<file path="src/rtl/bqc_pkg.sv">
package bqc_pkg;

	localparam int ACC_W   = 32;
	localparam int SMP_W   = 16;
	localparam int COEF_W  = 16;
	localparam int GAIN_W  = 15;
	localparam int MPL_W   = 16;
	localparam int CNT_W   = 4;
	localparam int IDX_W   = 3;
	localparam int NUM_MUL = 8;

	localparam logic [CNT_W-1:0] CNT_LAST = CNT_W'(MPL_W - 1);

	// register indexes of the configuration channel
	localparam logic [IDX_W-1:0] REG_S1_FF   = 3'd0;
	localparam logic [IDX_W-1:0] REG_S1_FB   = 3'd1;
	localparam logic [IDX_W-1:0] REG_S2_FF   = 3'd2;
	localparam logic [IDX_W-1:0] REG_S2_FB   = 3'd3;
	localparam logic [IDX_W-1:0] REG_GAIN_1  = 3'd4;
	localparam logic [IDX_W-1:0] REG_GAIN_2  = 3'd5;

	localparam logic [ACC_W-1:0]  RST_S1_FF  = 32'h4000_7FFF;
	localparam logic [ACC_W-1:0]  RST_S1_FB  = 32'hC617_78DE;
	localparam logic [ACC_W-1:0]  RST_S2_FF  = 32'h4000_7FFF;
	localparam logic [ACC_W-1:0]  RST_S2_FB  = 32'hCDC6_7140;
	localparam logic [GAIN_W-1:0] RST_GAIN_1 = 15'd67;
	localparam logic [GAIN_W-1:0] RST_GAIN_2 = 15'd63;

	typedef struct packed {
		logic [ACC_W-1:0]  s1_ff;
		logic [ACC_W-1:0]  s1_fb;
		logic [ACC_W-1:0]  s2_ff;
		logic [ACC_W-1:0]  s2_fb;
		logic [GAIN_W-1:0] gain_1;
		logic [GAIN_W-1:0] gain_2;
	} cfg_t;

	typedef enum logic [7:0] {
		S_IDLE = 8'b0000_0001,
		S_MUL1 = 8'b0000_0010,
		S_SUM  = 8'b0000_0100,
		S_TOT  = 8'b0000_1000,
		S_SEC1 = 8'b0001_0000,
		S_MUL2 = 8'b0010_0000,
		S_FIN  = 8'b0100_0000,
		S_SPARE = 8'b1000_0000
	} state_t;

endpackage

</file>
<file path="src/rtl/bqc_serial_mul.sv">
module bqc_serial_mul import bqc_pkg::*; (
	input  logic             clk,
	input  logic             load,
	input  logic             step,
	input  logic             msb,
	input  logic [ACC_W-1:0] mcand,
	input  logic [MPL_W-1:0] mplier,
	output logic [ACC_W-1:0] product
);

	logic [ACC_W-1:0] acc_q;
	logic [ACC_W-1:0] mc_q;
	logic [MPL_W-1:0] mp_q;

	// one multiplier bit per cycle while step is high, LSB first; the top bit carries negative weight
	always_ff @(posedge clk) begin
		if (load) begin
			acc_q <= '0;
			mc_q  <= mcand;
			mp_q  <= mplier;
		end else if (step) begin
			if (mp_q[0]) begin
				acc_q <= msb ? (acc_q - mc_q) : (acc_q + mc_q);
			end
			mc_q <= mc_q << 1;
			mp_q <= mp_q >> 1;
		end
	end

	assign product = acc_q;

endmodule

</file>
<file path="src/rtl/bqc_cfg_regs.sv">
module bqc_cfg_regs import bqc_pkg::*; (
	input  logic             clk,
	input  logic             arst_n,
	input  logic             wr_en,
	input  logic [IDX_W-1:0] wr_index,
	input  logic [ACC_W-1:0] wr_data,
	output cfg_t             cfg
);

	cfg_t cfg_q;

	always_ff @(posedge clk or negedge arst_n) begin
		if (!arst_n) begin
			cfg_q.s1_ff  <= RST_S1_FF;
			cfg_q.s1_fb  <= RST_S1_FB;
			cfg_q.s2_ff  <= RST_S2_FF;
			cfg_q.s2_fb  <= RST_S2_FB;
			cfg_q.gain_1 <= RST_GAIN_1;
			cfg_q.gain_2 <= RST_GAIN_2;
		end else if (wr_en) begin
			case (wr_index)
				REG_S1_FF:  cfg_q.s1_ff  <= wr_data;
				REG_S1_FB:  cfg_q.s1_fb  <= wr_data;
				REG_S2_FF:  cfg_q.s2_ff  <= wr_data;
				REG_S2_FB:  cfg_q.s2_fb  <= wr_data;
				REG_GAIN_1: cfg_q.gain_1 <= wr_data[GAIN_W-1:0];
				REG_GAIN_2: cfg_q.gain_2 <= wr_data[GAIN_W-1:0];
				default: ;
			endcase
		end
	end

	assign cfg = cfg_q;

endmodule

</file>
<file path="src/rtl/biquad_cascade_audio_filter.sv">
// Channel  Signals                         Payload (low bit up)
// s        s_tvalid s_tready s_tdata s_tlast   audio_sample[15:0]; end_of_block
// m        m_tvalid m_tready m_tdata m_tlast   filtered_sample, raw_copy; last_out
// cfg      cfg_valid cfg_ready cfg_index cfg_data  register index, 32-bit value
//
// Each sample runs two passes of bit-serial shift-add multipliers (delay products
// with the section one gain, then the section two gain) and the add/control states
// SUM, TOT, SEC1 and FIN; a new sample is accepted only once back in idle.
// Reset clears the delays, loads the default coefficients and empties the output.
// A finished beat waits in the output register; only the hand-off of the next
// result stalls, while that beat is still waiting and m_tready is low.
module biquad_cascade_audio_filter import bqc_pkg::*; (
	input  logic             clk,
	input  logic             arst_n,
	input  logic             s_tvalid,
	output logic             s_tready,
	input  logic [15:0]      s_tdata,    // [15:0] audio_sample
	input  logic             s_tlast,
	output logic             m_tvalid,
	input  logic             m_tready,
	output logic [31:0]      m_tdata,    // [15:0] filtered_sample, [31:16] raw_copy
	output logic             m_tlast,
	input  logic             cfg_valid,
	output logic             cfg_ready,
	input  logic [IDX_W-1:0] cfg_index,
	input  logic [ACC_W-1:0] cfg_data
);

	cfg_t             cfg;
	state_t           state_q;
	logic [CNT_W-1:0] cnt_q;
	logic             m_tvalid_q;
	logic [SMP_W-1:0] d0_q, d1_q, d2_q, d3_q;
	logic [SMP_W-1:0] sample_q;
	logic             last_q;
	logic [ACC_W-1:0] fb1_q, ff1_q, fb2_q, ff2_q;
	logic [ACC_W-1:0] t1_q, t2_q;
	logic [SMP_W-1:0] w1_q;
	logic [31:0]      m_tdata_q;
	logic             m_tlast_q;

	logic                accept;
	logic                out_free;
	logic                mul_step;
	logic                mul_msb;
	logic [COEF_W-1:0]   coef   [NUM_MUL];
	logic [SMP_W-1:0]    dly    [NUM_MUL];
	logic [ACC_W-1:0]    prod   [NUM_MUL];
	logic                g_load;
	logic [ACC_W-1:0]    g_mcand;
	logic [MPL_W-1:0]    g_mplier;
	logic [ACC_W-1:0]    gprod;
	logic [ACC_W-1:0]    x1;
	logic [SMP_W-1:0]    w1_lo;
	logic [SMP_W-2:0]    x2_lo;
	logic [SMP_W-1:0]    w2_lo;

	assign cfg_ready = 1'b1;

	bqc_cfg_regs u_cfg (
		.clk      (clk),
		.arst_n   (arst_n),
		.wr_en    (cfg_valid & cfg_ready),
		.wr_index (cfg_index),
		.wr_data  (cfg_data),
		.cfg      (cfg)
	);

	assign s_tready = (state_q == S_IDLE);
	assign accept   = s_tvalid & s_tready;
	assign out_free = !m_tvalid_q || m_tready;
	assign mul_step = (state_q == S_MUL1) || (state_q == S_MUL2);
	assign mul_msb  = (cnt_q == CNT_LAST);

	// feedback and feedforward products of both sections, all on the old delays
	assign coef[0] = cfg.s1_fb[15:0];   assign dly[0] = d0_q;
	assign coef[1] = cfg.s1_fb[31:16];  assign dly[1] = d1_q;
	assign coef[2] = cfg.s1_ff[15:0];   assign dly[2] = d0_q;
	assign coef[3] = cfg.s1_ff[31:16];  assign dly[3] = d1_q;
	assign coef[4] = cfg.s2_fb[15:0];   assign dly[4] = d2_q;
	assign coef[5] = cfg.s2_fb[31:16];  assign dly[5] = d3_q;
	assign coef[6] = cfg.s2_ff[15:0];   assign dly[6] = d2_q;
	assign coef[7] = cfg.s2_ff[31:16];  assign dly[7] = d3_q;

	for (genvar k = 0; k < NUM_MUL; k++) begin : g_dmul
		bqc_serial_mul u_mul (
			.clk     (clk),
			.load    (accept),
			.step    (mul_step),
			.msb     (mul_msb),
			.mcand   ({{(ACC_W-COEF_W){coef[k][COEF_W-1]}}, coef[k]}),
			.mplier  (dly[k]),
			.product (prod[k])
		);
	end

	// gain multiplier: sample times gain one, later section one output times gain two
	assign x1 = {{15{gprod[31]}}, gprod[31:15]} + {{14{t1_q[31]}}, t1_q[31:14]};
	assign g_load   = accept || (state_q == S_SEC1);
	assign g_mcand  = (state_q == S_IDLE) ? {{(ACC_W-SMP_W){s_tdata[15]}}, s_tdata} : x1;
	assign g_mplier = (state_q == S_IDLE) ? {1'b0, cfg.gain_1} : {1'b0, cfg.gain_2};

	bqc_serial_mul u_gmul (
		.clk     (clk),
		.load    (g_load),
		.step    (mul_step),
		.msb     (mul_msb),
		.mcand   (g_mcand),
		.mplier  (g_mplier),
		.product (gprod)
	);

	// only the low bits of delays and output matter, so those adds stay narrow
	assign w1_lo = gprod[30:15] + fb1_q[29:14];
	assign w2_lo = gprod[29:14] + fb2_q[29:14];
	assign x2_lo = gprod[28:14] + t2_q[28:14];

	always_ff @(posedge clk or negedge arst_n) begin
		if (!arst_n) begin
			state_q    <= S_IDLE;
			cnt_q      <= '0;
			m_tvalid_q <= 1'b0;
			d0_q       <= '0;
			d1_q       <= '0;
			d2_q       <= '0;
			d3_q       <= '0;
		end else begin
			if (mul_step) begin
				cnt_q <= cnt_q + 1'b1;
			end
			if (state_q == S_FIN && out_free) begin
				m_tvalid_q <= 1'b1;
				d1_q       <= d0_q;
				d0_q       <= w1_q;
				d3_q       <= d2_q;
				d2_q       <= w2_lo;
			end else if (m_tready) begin
				m_tvalid_q <= 1'b0;
			end
			case (state_q)
				S_IDLE: begin
					if (accept) begin
						state_q <= S_MUL1;
						cnt_q   <= '0;
					end
				end
				S_MUL1: begin
					if (mul_msb) state_q <= S_SUM;
				end
				S_SUM:  state_q <= S_TOT;
				S_TOT:  state_q <= S_SEC1;
				S_SEC1: state_q <= S_MUL2;
				S_MUL2: begin
					if (mul_msb) state_q <= S_FIN;
				end
				S_FIN: begin
					if (out_free) state_q <= S_IDLE;
				end
				default: state_q <= S_IDLE;
			endcase
		end
	end

	always_ff @(posedge clk) begin
		if (accept) begin
			sample_q <= s_tdata;
			last_q   <= s_tlast;
		end
		if (state_q == S_SUM) begin
			fb1_q <= prod[0] + prod[1];
			ff1_q <= prod[2] + prod[3];
			fb2_q <= prod[4] + prod[5];
			ff2_q <= prod[6] + prod[7];
		end
		if (state_q == S_TOT) begin
			t1_q <= fb1_q + ff1_q;
			t2_q <= fb2_q + ff2_q;
		end
		if (state_q == S_SEC1) begin
			w1_q <= w1_lo;
		end
		if (state_q == S_FIN && out_free) begin
			m_tdata_q <= {sample_q, x2_lo, 1'b0};
			m_tlast_q <= last_q;
		end
	end

	assign m_tvalid = m_tvalid_q;
	assign m_tdata  = m_tdata_q;
	assign m_tlast  = m_tlast_q;

endmodule

</file>
<file path="config.mk">
export PLATFORM = sky130hd
export DESIGN_NAME = biquad_cascade_audio_filter
export DESIGN_NICKNAME = d
export VERILOG_FILES = /design/src/rtl/bqc_pkg.sv /design/src/rtl/bqc_serial_mul.sv /design/src/rtl/bqc_cfg_regs.sv /design/src/rtl/biquad_cascade_audio_filter.sv
export SDC_FILE = /design/constraint.sdc
export NUM_CORES = 2
export LEC_CHECK = 0
export BUFFER_PORTS_ARGS = -buffer_cell sky130_fd_sc_hd__clkbuf_2
export CORE_UTILIZATION = 25
export CTS_BUF_LIST = sky130_fd_sc_hd__clkbuf_4 sky130_fd_sc_hd__clkbuf_8 sky130_fd_sc_hd__clkbuf_16
export CTS_CLUSTER_SIZE = 24
export DETAILED_ROUTE_END_ITERATION = 12
export PLACE_DENSITY = 0.5
export RECOVER_POWER = 50
export SLEW_MARGIN = 20
export SYNTH_ARGS = -nofsm -noshare
export SYNTH_HDL_FRONTEND = slang
export SYNTH_SLANG_ARGS = --single-unit
</file>
<file path="constraint.sdc">
create_clock -name clk -period 12.8 [get_ports clk]
set_input_delay 0.64 -clock clk [delete_from_list [all_inputs] [get_ports clk]]
set_output_delay 0.64 -clock clk [all_outputs]
set_load 0.02 [all_outputs]
</file>
==> summary.txt <==
GRT
  • Met2 Use GR: 0.223
  • Met1 Track Usage GR: 0.197
  • Initial antenna violation count: 30
  • Global-route wire length before repair: 307 mm
  • Vias in the first global route: 51,898
  • Grt peak-use layer: met2
  • Largest net degree at the start of global routing: 153
  • GR Overflow Total: 0
  • Met3 usage: 0.0223
  • All-Layer GR Usage: 0.141

Placement
  • DPL Wire Length: 142 mm
  • DP Worst Slack: 7.36 ns
  • Placed cells: 10,729
  • Port-buffer cells: 90
  • Routability cong.: 0.862

Logic synthesis
  • Seq/Total Area, Yosys: 0.422
  • Synthesized flop and latch total: 1,090
  • Cells after Synth: 7,280
  • Area fraction in and, or, nand and nor cells after synthesis: 0.164
  • Xor and xnor area share after synthesis: 0.0819
  • Syn Area/Cell: 9.40 µm²
  • Synth Area in Compound Gates: 0.178
  • Yosys cell types: 103
  • Multiplexer area fraction after synthesis: 0.0300
  • Synth warn: 0
  • Post-Syn Area: 68,400 µm²
  • Ys flop type: edfxtp_1
  • FFs w/ async S/R, synth: 0.215
  • Post-synth EDFFs: 578
  • Area share of fa/ha/maj cells after synthesis: 0.0995
  • Largest family of logic cells by synthesized area: compound AO/OA/AOI/OAI gates
  • Synth Net Count: 7,871

Clock network
  • Hold_buf cts: 2
  • Clk sinks: 1,090
  • Post_cts resized: 0
  • Setup Buffers After CTS: 0
  • Root buffer cell: clkbuf_16
  • Clock latency on the worst-skew pair: 0.80 ns
  • Clk pin slew, worst setup/hold paths: 0.06 ns
  • Total CTS buffers: 137
  • CTS tree: done
  • H-tree Lvls: 4
  • Clk buf depth: 3

Critical path
  • CP Launch Point: state_q[1]
  • CP Cell Sequence: nor3_1 > nand4b_1 > buf_4 > inv_2 > nand2_4 > clkinvlp_2 > or2_2 > buf_4 > a31oi_1
  • Slowest CP cell: clkinvlp_2
  • Reg2Reg Launch Point: state_q[1]
  • CP Capture Type: flip-flop
  • Arrival time at the worst endpoint: 9.11 ns
  • Critical Path Max Stage Delay: 3.55 ns
  • CP most frequent cell: buf_4
  • CP Class: reg2reg
  • Crit Path Max Fanout: 103
  • Critical path required time: 13.24 ns
  • CP Launch Type: flip-flop

Floorplanning
  • Die width: 525 µm
  • Chip height: 525 µm
  • Core Area: 271,000 µm²
  • Row count: 191
  • Ports: 93
  • Initial cell density of the core: 0.252
  • DIE AREA: 276,000 µm²

STA
  • Period utilisation layout: 0.677
  • Final Skew: 0.0418 ns
  • Final setup fails: 0
  • Fmax: 115 MHz
  • Setup_tns: 0 ns
  • Tmin final: 8.67 ns
  • RSZ-0062 raised after global routing: false
  • Hold Fails Final Rpt: 0
  • Max-slew violations: 939
  • Relative slew slack: -2.89
  • Fin worst setup slack: 4.13 ns
  • Tightest Pin Transition: 5.83 ns

Detailed routing
  • DRC viols: 0
  • Routed Antenna Nets: 0
  • Routed length per instance: 18.1 µm
  • Via-to-Cell Ratio: 4.87
  • DRT Wirelength: 199 mm
  • Starting DRC count in detailed routing: 4,027
  • Initial DRT Pass Iterations: 5
  • Vias: 53,567

Job
  • Maxcap violations: 19

Final layout
  • Final nets: 7,893
  • Fillers: 28,536
  • Most frequent cells in the layout: nand2_1 (1,226), a21oi_1 (613), edfxtp_1 (578)
  • Commonest non-fill, non-tap cell in the layout: nand2_1
  • Syn-to-layout area delta: 13.3%
  • Final Non-Filler Cells: 10,997
  • Layout cells sized above 1: 0.0867

Hold path
  • HP Start: s_tdata[8]
  • HP Class: in2reg

Run status
  • Failing checks: max-capacitance violations, max-slew violations
  • Status: complete, but fails checks

Power and ir drop
  • Peak VDD IR: 0.155 mV
  • Static leakage: 0.0329 µW
  • Power per cell area: 263 nW/µm²
  • Overall Power: 20,400 µW
## cell type report
cell class	count	area [µm²]	area share
diodes	8	20.0	0.000258
clock buffers	195	4050	0.0523
clock inverters	61	703	0.00907
inverters	178	671	0.00865
multi-input cells	5748	37900	0.489
flip-flops and latches	1090	28900	0.372
well taps	3570	4470	0.0576
repair buffers	147	805	0.0104
## worst max-delay path, delay by kind of cell, from the launching register on
family	cells	cell delay, ns
flip-flops	1	0.44
buffers and inverters	4	4.57
AO/OA/AOI/OAI	1	0.73
AND/OR/NAND/NOR	4	2.46
## worst paths after layout
path	end	slack, ns	depth (start not counted)
setup / recovery	u_gmul.mp_q[0]	4.13	9
hold / removal	sample_q[8]	0.16	1
setup reg to reg	u_gmul.mp_q[0]	4.13	9
hold reg to reg	m_tdata[23]	0.42	0
max in group asynchronous	d2_q[0]	6.95	2
min in group asynchronous	d1_q[11]	2.62	2
## sequential cells by signal, indices dropped and copies added, names as in the netlist, 16 cells and up
signal,count
g_dmul.u_mul.mc_q,246
g_dmul.u_mul.product,246
u_cfg.cfg,158
g_dmul.u_mul.mp_q,64
fb1_q,32
ff1_q,32
u_gmul.mc_q,32
u_gmul.product,32
m_tdata,31
fb2_q,30
ff2_q,29
t1_q,18
d0_q,16
d1_q,16
d2_q,16
d3_q,16
sample_q,16
w1_q,16
## power by group
group / internal (µW) / switching, µW
Combinational: 3920 / 5730
Clock: 2420 / 1640
Sequential: 5450 / 1210
## per-layer routing
metal	up-vias	part of all wire
met5	-	0.00059
met4	20	0.025
met3	262	0.048
met2	1157	0.44
met1	25726	0.49
li1	26402	-
## metrics by stage
step / area (µm²) / hold slack (ns) / util
global route: 77500 / 0.134 / 0.286
detailed placement: 72900 / 0.406 / 0.269
CTS: 77700 / 0.0325 / 0.286
finish: 77500 / 0.161 / 0.286
global placement: 72900 / 0.401 / 0.269
floorplan: 68400 / 0.344 / -
## Yosys cell counts (42+ instances only)
library cell | count | area [µm²]
a211oi_1 | 83 | 623
dfstp_2 | 74 | 1940
nor2_1 | 447 | 1680
or3_1 | 60 | 375
a31oi_1 | 61 | 382
o21a_1 | 77 | 578
xor2_1 | 260 | 2280
and3_1 | 74 | 463
inv_1 | 174 | 653
a21o_1 | 356 | 2670
nand2b_1 | 87 | 544
nor2b_1 | 73 | 457
xnor2_1 | 376 | 3290
dfrtp_1 | 160 | 4000
nand2_1 | 1231 | 4620
a21oi_1 | 613 | 3070
ha_1 | 517 | 6470
o31ai_1 | 57 | 428
nor3_1 | 129 | 646
o21ai_0 | 344 | 1720
mux2_2 | 159 | 1790
nand3_1 | 121 | 606
edfxtp_1 | 578 | 17400
nand4_1 | 42 | 263
dfxtp_1 | 278 | 5570
clkbuf_1 | 241 | 905
## logic make-up after synthesis
| group | after synthesis |
|---|---|
| multiplexers | 185 |
| XOR/XNOR | 638 |
| AND/OR/NAND/NOR | 2467 |
| AO/OA/AOI/OAI | 1922 |
| flip-flops | 1090 |
| other | 2 |
| adder cells (fa/ha/maj) | 534 |
| buffers and inverters | 442 |
Note: power is estimated with default switching activity, not from simulation.
